`src/hdl/lfusr_pkg.sv`:
```
`timescale 1ns / 1ps
// Shared types and constants for the LFU slot replacement unit.
package lfusr_pkg;

	localparam int unsigned VOTE_W         = 16;
	localparam int unsigned ARR_W          = 32;
	localparam int unsigned CFG_W          = 5;
	localparam int unsigned SLOT_IDX_OUT_W = 4;
	localparam int unsigned OCC_OUT_W      = 5;

	localparam logic [VOTE_W-1:0] VOTE_MAX   = '1;
	localparam logic [VOTE_W-1:0] VOTE_FIRST = VOTE_W'(1);
	localparam logic [ARR_W-1:0]  ARR_MAX    = '1;
	localparam logic [CFG_W-1:0]  CFG_RESET  = CFG_W'(16);

	typedef enum logic [1:0] {
		ST_IDLE,
		ST_SCAN,
		ST_DRAIN,
		ST_COMMIT
	} state_t;

	typedef struct packed {
		logic found;
		logic victim_valid;
		logic free_valid;
	} scan_flags_t;

endpackage

```
`src/hdl/lfusr_ram.sv`:
```
`timescale 1ns / 1ps
// Generic single-write, single-read RAM with registered read data.
module lfusr_ram #(
	parameter int unsigned WIDTH = 8,
	parameter int unsigned DEPTH = 16
) (
	input  logic                                   clk,
	input  logic                                   wr_en,
	input  logic [(DEPTH > 1 ? $clog2(DEPTH) : 1)-1:0] wr_addr,
	input  logic [WIDTH-1:0]                       wr_data,
	input  logic                                   rd_en,
	input  logic [(DEPTH > 1 ? $clog2(DEPTH) : 1)-1:0] rd_addr,
	output logic [WIDTH-1:0]                       rd_data
);

	logic [WIDTH-1:0] mem [DEPTH];

	always_ff @(posedge clk) begin
		if (wr_en) begin
			mem[wr_addr] <= wr_data;
		end
		if (rd_en) begin
			rd_data <= mem[rd_addr];
		end
	end

endmodule

```
`src/hdl/lfusr_scan.sv`:
```
`timescale 1ns / 1ps
// Slot scan: tracks hit, least-voted oldest victim and first free slot.
module lfusr_scan import lfusr_pkg::*; #(
	parameter int unsigned SLOT_COUNT = 16,
	parameter int unsigned ID_WIDTH   = 7
) (
	input  logic                      clk,
	input  logic                      arst_n,
	input  logic                      start,
	input  logic                      ent_en,
	input  logic                      ent_valid,
	input  logic [(SLOT_COUNT > 1 ? $clog2(SLOT_COUNT) : 1)-1:0] ent_idx,
	input  logic [ID_WIDTH-1:0]       ent_cand,
	input  logic [VOTE_W-1:0]         ent_votes,
	input  logic [ARR_W-1:0]          ent_arrival,
	input  logic [ID_WIDTH-1:0]       id,
	output scan_flags_t               flags,
	output logic [(SLOT_COUNT > 1 ? $clog2(SLOT_COUNT) : 1)-1:0] hit_idx,
	output logic [VOTE_W-1:0]         hit_votes,
	output logic [ARR_W-1:0]          hit_arrival,
	output logic [(SLOT_COUNT > 1 ? $clog2(SLOT_COUNT) : 1)-1:0] victim_idx,
	output logic [ID_WIDTH-1:0]       victim_cand,
	output logic [(SLOT_COUNT > 1 ? $clog2(SLOT_COUNT) : 1)-1:0] free_idx
);

	scan_flags_t                 flags_q;
	logic [VOTE_W+ARR_W-1:0]     victim_key_q;
	logic [VOTE_W+ARR_W-1:0]     ent_key;
	logic                        is_hit;
	logic                        is_lower;

	assign ent_key  = {ent_votes, ent_arrival};
	assign is_hit   = ent_en && ent_valid && (ent_cand == id) && !flags_q.found;
	assign is_lower = ent_en && ent_valid && (!flags_q.victim_valid || ent_key < victim_key_q);

	always_ff @(posedge clk or negedge arst_n) begin
		if (!arst_n) begin
			flags_q <= '0;
		end else if (start) begin
			flags_q <= '0;
		end else begin
			if (is_hit) begin
				flags_q.found <= 1'b1;
			end
			if (is_lower) begin
				flags_q.victim_valid <= 1'b1;
			end
			if (ent_en && !ent_valid) begin
				flags_q.free_valid <= 1'b1;
			end
		end
	end

	always_ff @(posedge clk) begin
		if (is_hit) begin
			hit_idx     <= ent_idx;
			hit_votes   <= ent_votes;
			hit_arrival <= ent_arrival;
		end
		if (is_lower) begin
			victim_idx   <= ent_idx;
			victim_cand  <= ent_cand;
			victim_key_q <= ent_key;
		end
		if (ent_en && !ent_valid && !flags_q.free_valid) begin
			free_idx <= ent_idx;
		end
	end

	assign flags = flags_q;

endmodule

```
`src/hdl/lfu_slot_replacement_unit.sv`:
```
`timescale 1ns / 1ps
// LFU slot replacement unit: top level with control sequencer and slot memory.
//
// One vote (candidate_id) is taken on the input channel when in_valid is high
// and in_stall is low. Each vote yields exactly one result on the output
// channel: hit, evicted_valid, evicted_id, slot_index and occupied_slots.
// After acceptance the vote passes through the scan, drain and commit states,
// and a new vote is taken only once the unit is back in idle. The slot memory
// is read one slot per cycle during the scan, and the scan unit folds in hit
// lookup, victim choice and first free slot; then the chosen slot is written
// back. One vote is in flight at a time; in_stall is high while a vote is
// scanned or committed.
// The result sits in an output register. While out_stall holds it, the next
// vote is accepted and scanned, and its commit waits until the register frees.
// slots_in_use is written through cfg_valid/cfg_ready (always ready); the user
// must write it only while no vote is pending, and the block does not enforce
// this. Reset clears the valid bits, occupancy, arrival counter and output
// valid, and sets slots_in_use to 16; slot contents need no clear.
module lfu_slot_replacement_unit import lfusr_pkg::*; #(
	parameter int unsigned SLOT_COUNT = 16,
	parameter int unsigned ID_WIDTH   = 7
) (
	input  logic                      clk,
	input  logic                      arst_n,
	input  logic                      in_valid,
	output logic                      in_stall,
	input  logic [ID_WIDTH-1:0]       candidate_id,
	output logic                      out_valid,
	input  logic                      out_stall,
	output logic                      hit,
	output logic                      evicted_valid,
	output logic [ID_WIDTH-1:0]       evicted_id,
	output logic [SLOT_IDX_OUT_W-1:0] slot_index,
	output logic [OCC_OUT_W-1:0]      occupied_slots,
	input  logic                      cfg_valid,
	output logic                      cfg_ready,
	input  logic [CFG_W-1:0]          cfg_data
);

	localparam int unsigned IDX_W   = (SLOT_COUNT > 1) ? $clog2(SLOT_COUNT) : 1;
	localparam int unsigned OCC_W   = $clog2(SLOT_COUNT + 1);
	localparam int unsigned CMP_W   = (OCC_W > CFG_W) ? OCC_W : CFG_W;
	localparam int unsigned ENTRY_W = ID_WIDTH + VOTE_W + ARR_W;

	state_t                  state_q;
	state_t                  state_next;
	logic [CFG_W-1:0]        cfg_q;
	logic [OCC_W-1:0]        occ_q;
	logic [ARR_W-1:0]        arr_q;
	logic [SLOT_COUNT-1:0]   valid_q;
	logic [IDX_W-1:0]        addr_q;
	logic [ID_WIDTH-1:0]     id_q;
	logic                    rd_pend_s1;
	logic [IDX_W-1:0]        rd_idx_s1;
	logic                    out_valid_q;

	logic                    accept;
	logic                    rd_en;
	logic                    commit_wait;
	logic                    commit;
	logic                    last_addr;
	logic [ENTRY_W-1:0]      rd_data;
	logic [ENTRY_W-1:0]      wr_data;

	scan_flags_t             flags;
	logic [IDX_W-1:0]        hit_idx;
	logic [VOTE_W-1:0]       hit_votes;
	logic [ARR_W-1:0]        hit_arrival;
	logic [IDX_W-1:0]        victim_idx;
	logic [ID_WIDTH-1:0]     victim_cand;
	logic [IDX_W-1:0]        free_idx;

	logic [CMP_W-1:0]        cfg_ext;
	logic [CMP_W-1:0]        limit;
	logic                    full;
	logic                    ev_valid;
	logic [IDX_W-1:0]        target;
	logic [VOTE_W-1:0]       votes_inc;
	logic [OCC_W-1:0]        occ_next;

	// sequencer
	always_comb begin
		state_next = state_q;
		case (state_q)
			ST_IDLE: begin
				if (in_valid) state_next = ST_SCAN;
			end
			ST_SCAN: begin
				if (last_addr) state_next = ST_DRAIN;
			end
			ST_DRAIN: begin
				state_next = ST_COMMIT;
			end
			ST_COMMIT: begin
				if (!out_valid_q || !out_stall) state_next = ST_IDLE;
			end
			default: begin
				state_next = ST_IDLE;
			end
		endcase
	end

	always_comb begin
		in_stall    = 1'b1;
		rd_en       = 1'b0;
		commit_wait = 1'b0;
		case (state_q)
			ST_IDLE: begin
				in_stall = 1'b0;
			end
			ST_SCAN: begin
				rd_en = 1'b1;
			end
			ST_DRAIN: begin
			end
			ST_COMMIT: begin
				commit_wait = 1'b1;
			end
			default: begin
			end
		endcase
	end

	assign accept    = in_valid && !in_stall;
	assign commit    = commit_wait && (!out_valid_q || !out_stall);
	assign last_addr = (addr_q == IDX_W'(SLOT_COUNT - 1));
	assign cfg_ready = 1'b1;

	// slot memory: {candidate, votes, arrival}
	lfusr_ram #(
		.WIDTH (ENTRY_W),
		.DEPTH (SLOT_COUNT)
	) u_slot_ram (
		.clk     (clk),
		.wr_en   (commit),
		.wr_addr (target),
		.wr_data (wr_data),
		.rd_en   (rd_en),
		.rd_addr (addr_q),
		.rd_data (rd_data)
	);

	lfusr_scan #(
		.SLOT_COUNT (SLOT_COUNT),
		.ID_WIDTH   (ID_WIDTH)
	) u_scan (
		.clk         (clk),
		.arst_n      (arst_n),
		.start       (accept),
		.ent_en      (rd_pend_s1),
		.ent_valid   (valid_q[rd_idx_s1]),
		.ent_idx     (rd_idx_s1),
		.ent_cand    (rd_data[ENTRY_W-1 -: ID_WIDTH]),
		.ent_votes   (rd_data[ARR_W +: VOTE_W]),
		.ent_arrival (rd_data[ARR_W-1:0]),
		.id          (id_q),
		.flags       (flags),
		.hit_idx     (hit_idx),
		.hit_votes   (hit_votes),
		.hit_arrival (hit_arrival),
		.victim_idx  (victim_idx),
		.victim_cand (victim_cand),
		.free_idx    (free_idx)
	);

	// effective limit clamps to 1..SLOT_COUNT
	assign cfg_ext = CMP_W'(cfg_q);
	always_comb begin
		if (cfg_ext == '0) begin
			limit = CMP_W'(1);
		end else if (cfg_ext > CMP_W'(SLOT_COUNT)) begin
			limit = CMP_W'(SLOT_COUNT);
		end else begin
			limit = cfg_ext;
		end
	end

	assign full      = CMP_W'(occ_q) >= limit;
	assign ev_valid  = !flags.found && full && flags.victim_valid;
	assign votes_inc = (hit_votes == VOTE_MAX) ? hit_votes : hit_votes + VOTE_W'(1);
	assign occ_next  = (!flags.found && !ev_valid) ? occ_q + OCC_W'(1) : occ_q;

	always_comb begin
		if (flags.found) begin
			target  = hit_idx;
			wr_data = {id_q, votes_inc, hit_arrival};
		end else begin
			target  = full ? victim_idx : free_idx;
			wr_data = {id_q, VOTE_FIRST, arr_q};
		end
	end

	always_ff @(posedge clk or negedge arst_n) begin
		if (!arst_n) begin
			state_q     <= ST_IDLE;
			cfg_q       <= CFG_RESET;
			occ_q       <= '0;
			arr_q       <= '0;
			valid_q     <= '0;
			addr_q      <= '0;
			rd_pend_s1  <= 1'b0;
			out_valid_q <= 1'b0;
		end else begin
			state_q    <= state_next;
			rd_pend_s1 <= rd_en;
			if (cfg_valid && cfg_ready) begin
				cfg_q <= cfg_data;
			end
			if (accept) begin
				addr_q <= '0;
			end else if (rd_en && !last_addr) begin
				addr_q <= addr_q + IDX_W'(1);
			end
			if (commit) begin
				occ_q <= occ_next;
				if (arr_q != ARR_MAX) arr_q <= arr_q + ARR_W'(1);
				if (!flags.found) valid_q[target] <= 1'b1;
				out_valid_q <= 1'b1;
			end else if (!out_stall) begin
				out_valid_q <= 1'b0;
			end
		end
	end

	always_ff @(posedge clk) begin
		rd_idx_s1 <= addr_q;
		if (accept) begin
			id_q <= candidate_id;
		end
		if (commit) begin
			hit            <= flags.found;
			evicted_valid  <= ev_valid;
			evicted_id     <= ev_valid ? victim_cand : '0;
			slot_index     <= SLOT_IDX_OUT_W'(target);
			occupied_slots <= OCC_OUT_W'(occ_next);
		end
	end

	assign out_valid = out_valid_q;

endmodule

```
`config.mk`:
```
export PLATFORM = sky130hd
export DESIGN_NAME = lfu_slot_replacement_unit
export DESIGN_NICKNAME = d
export VERILOG_FILES = /design/src/hdl/lfusr_pkg.sv /design/src/hdl/lfusr_ram.sv /design/src/hdl/lfusr_scan.sv /design/src/hdl/lfu_slot_replacement_unit.sv
export SDC_FILE = /design/constraint.sdc
export NUM_CORES = 1
export LEC_CHECK = 0
export BUFFER_PORTS_ARGS = -buffer_cell sky130_fd_sc_hd__buf_4
export CORE_MARGIN = 2
export CORE_UTILIZATION = 30
export CTS_BUF_LIST = sky130_fd_sc_hd__clkbuf_16
export CTS_CLUSTER_SIZE = 8
export DETAILED_ROUTE_END_ITERATION = 8
export PLACE_DENSITY = 0.48
export SLEW_MARGIN = 20
export SYNTH_ARGS = -nofsm -noshare
export SYNTH_HDL_FRONTEND = slang
export SYNTH_SLANG_ARGS = --single-unit
```
`constraint.sdc`:
```
create_clock -name clk -period 6.75 [get_ports clk]
set_input_delay 1.35 -clock clk [delete_from_list [all_inputs] [get_ports clk]]
set_output_delay 1.35 -clock clk [all_outputs]
set_load 0.01 [all_outputs]
```
==> flow_summary.yaml <==
status:
  status: "completed"
critical_path:
  crit_path_end: "u_slot_ram.mem[6][19]"
  reg2reg_to: "u_slot_ram.mem[6][19]"
  r2r_slack_ns: 2.18
  cp-end-kind: "flip-flop"
  crit_start: "cfg_ext[3]"
  path_max_fanout: 23
  startpoint_type: "flip-flop"
  crit_required_ns: 7.14
  critPathKind: "flip-flop to flip-flop"
  crit_arrival_ns: 4.95
  reg2reg_depth: 13
  reg2reg_from: "cfg_ext[3]"
global_routing:
  grt_pass1_wl_mm: 156
  grt_pass1_vias: 22200
  antenna_found_initial: 3
  gr-max-usage-layer: "met2"
  grt_use_total_pct: 14.1
  grt_max_degree: 130
  grtUsageMet2_pct: 23.4
  gr-usage-met3_pct: 2.29
  grt_overflow: 0
  globalRouteMet1Util_pct: 18.8
cells_and_area:
  fillers: 13500
  layout-drive-gt1-share_pct: 26.4
  final_nets: 2320
  areaGrowthSynthToFinish_pct: 17.1
  fin_util_pct: 35.4
synth:
  syn-cell-area_mm2: 0.0446
  ys_seq_area_share_pct: 76.5
  yosysWarningCount: 0
  synth_edf_count: 1075
  synth_top_family_by_area: "multiplexers"
  synthSimpleGateAreaFrac_pct: 2.69
  synthFlopType: "edfxtp_1"
  syn_area_per_cell_um2: 21.5
  synth_xor_area_share_pct: 1.18
  synth-compound-area-share_pct: 1.41
  synth_fa_ha_area_share_pct: 1.71
  synth_cell_types: 59
  muxShareOfSynthArea_pct: 15.2
  synth_seq_cells: 1148
  async_flop_share_pct: 6.01
  syn_nets: 2153
  syn_inst: 2075
pwr:
  powerDensity_mw_per_mm2: 398
  p_leak_nw: 17.1
  vdd_drop_max_v: 0.000345
timing:
  drv_slew: 0
  fin_crit_ns: 4.57
  worstMarginPinSlew_ns: 1.14
  tns_ns: 0
  period_share_pct: 67.7
  fin_skew_ns: 0.0283
  rsz0062_at_grt: "no"
  hold_viol_final: 0
  slew_headroom_pct: 23.7
  max_freq_mhz: 219
  setup_viol: 0
detailed_routing:
  drt_iter0_markers: 1656
  avgViaCountPerCell: 4.88
  wl_per_cell_um: 25.1
  ant_nets: 0
  drc: 0
  first_pass_iters: 5
  vias: 20700
  routed_wl_mm: 106
floorplan:
  die_y_um: 389
  rows: 141
  dieArea_mm2: 0.152
  start_util_pct: 30.2
  fp.coreArea_mm2: 0.148
  die_w_um: 389
  ios: 38
placed_design:
  gp_congestion: 0.780
  dp.final_hpwl_mm: 60.3
  io_buffers: 36
clock_tree:
  cts_buffers: 162
  postCtsSetupBuffers: 0
  cts_buffer_depth: 3
  cts.sinks: 1148
  tritoncts: "done"
  cts_root_buffer: "clkbuf_16"
  clock_latency_ns: 0.76
  ctsHoldBuffers: 0
  htreeDepth: 4
  cts.clk_slew.worst_paths_ns: 0.05
  post_cts_resized: 0
worst_hold_path:
  hp-class: "flip-flop to flip-flop"
run:
  cap_violations: 0
[kinds of logic (layout without fill, tap and decap cells)]
family	count (synthesis)	in the layout
and+or+nand+nor	236	236
xor gates and xnor gates	59	59
AOI/OAI and AO/OA	97	97
muxes	325	325
DFF	1148	1148
buffers and inverters	148	387
other	1	3
adders and majority gates	61	61
[how the worst min path moves through the flow]
stage | from | to | slack (ns) | cells after the start
final | u_slot_ram.rd_data[54] | u_scan.victim_cand[6] | 0.47 | 0
after detailed placement | valid_q[8] | valid_q[8] | 0.46 | 1
after global placement | valid_q[10] | valid_q[10] | 0.45 | 1
after floorplan | addr_q[1] | rd_idx_s1[1] | 0.37 | 0
after CTS | u_slot_ram.rd_data[54] | u_scan.victim_cand[6] | 0.47 | 0
after global routing | valid_q[6] | valid_q[6] | 0.49 | 1
[layout by cell type (no fill, tap or decap), types with 40 or more instances in the layout]
master     instances
nor2_1            40
nand2_1           60
dfrtp_1           63
mux4_2           279
buf_4             65
clkbuf_16        168
ha_1              60
edfxtp_1        1075
inv_1            126
[power by group]
group          switching, mW  internal, mW  leakage, nW  total, mW
Clock                   2.89          4.39         2.43       7.28
Combinational           2.25          1.90         3.89       4.14
Sequential             0.570          8.78         10.8       9.35
Total                   5.71          15.1         17.1       20.8
[area by class of cell]
class / count / area (um2) / area share [%]
Sequential cell: 1148 / 34100 / 65.3
Clock buffer: 168 / 4200 / 8.05
Timing Repair Buffer: 80 / 787 / 1.51
Tap cell: 1930 / 2410 / 4.63
Antenna cell: 2 / 5.00 / 0.00959
Clock inverter: 68 / 354 / 0.678
Multi-Input combinational cell: 779 / 10100 / 19.3
Inverter: 71 / 267 / 0.511
[sequential cells by signal, indices dropped and copies added, names as in the netlist, 5 cells and up]
register,flops
u_scan.victim_cand,7
u_slot_ram.mem,880
cfg_ext,5
valid_q,16
u_slot_ram.rd_data,55
evicted_id,7
occ_q,5
u_scan.hit_arrival,32
occupied_slots,5
u_scan.victim_key_q,48
id_q,7
arr_q,32
u_scan.hit_votes,16
[Yosys cell counts, types with 3 or more instances]
cell type  number  share of area, %
nand3_1        25              0.28
nor4_1          4             0.056
nand4_1        27              0.38
ha_1           61               1.7
mux4_2        279                14
and2_1          9              0.13
a311oi_1        3             0.059
a31oi_1         8              0.11
buf_1          11             0.093
and4_1          4             0.079
mux2_2         35              0.88
nor3_1         16              0.18
inv_1          71              0.60
dfrtp_1        68               3.8
nor2_1         58              0.49
xor2_1         23              0.45
mux2i_1        11              0.25
edfxtp_1     1075                72
dfxtp_1         4              0.18
nand2_1        60              0.51
xnor2_1        35              0.69
a21oi_1        29              0.33
buf_2          21              0.24
nand2b_1        9              0.13
o21bai_1       18              0.30
a21o_1          6              0.10
clkbuf_1       44              0.37
and3_1          5             0.070
o21ai_0        17              0.19
or3_1           5             0.070
[through the flow]
stage                     cells  hold WS (ns)  setup WS (ns)  power (mW)  instance area (um2)
after detailed placement   4006         0.457           1.95        13.7                47600
after global placement     4005         0.455           1.93        13.7                47600
final                      4246         0.471           2.18        20.8                52200
after CTS                  4242         0.468           2.11        21.1                52100
after global routing       4245         0.489           1.97        21.7                52200
after floorplan            2075         0.369           1.58        12.1                44600
[critical path, cell delays in order (launching register included)]
cell and delay [ns]:
dfrtp_1 0.39, nor3_1 0.21, nor2_1 0.08, nor2_1 0.10
ha_1 0.22, nand2b_1 0.14, a31oi_1 0.33, o21ai_1 0.12
buf_4 0.21, mux2i_1 0.28, o211ai_1 0.34, buf_4 0.30
nor2_4 0.85, buf_4 0.58
[layer usage]
metal,wire length [um],share of wire (%)
met4,2620,2.5
met5,0,0
met2,52700,50
met3,4430,4.2
met1,46700,44
Power figures use the tool's default switching activity.
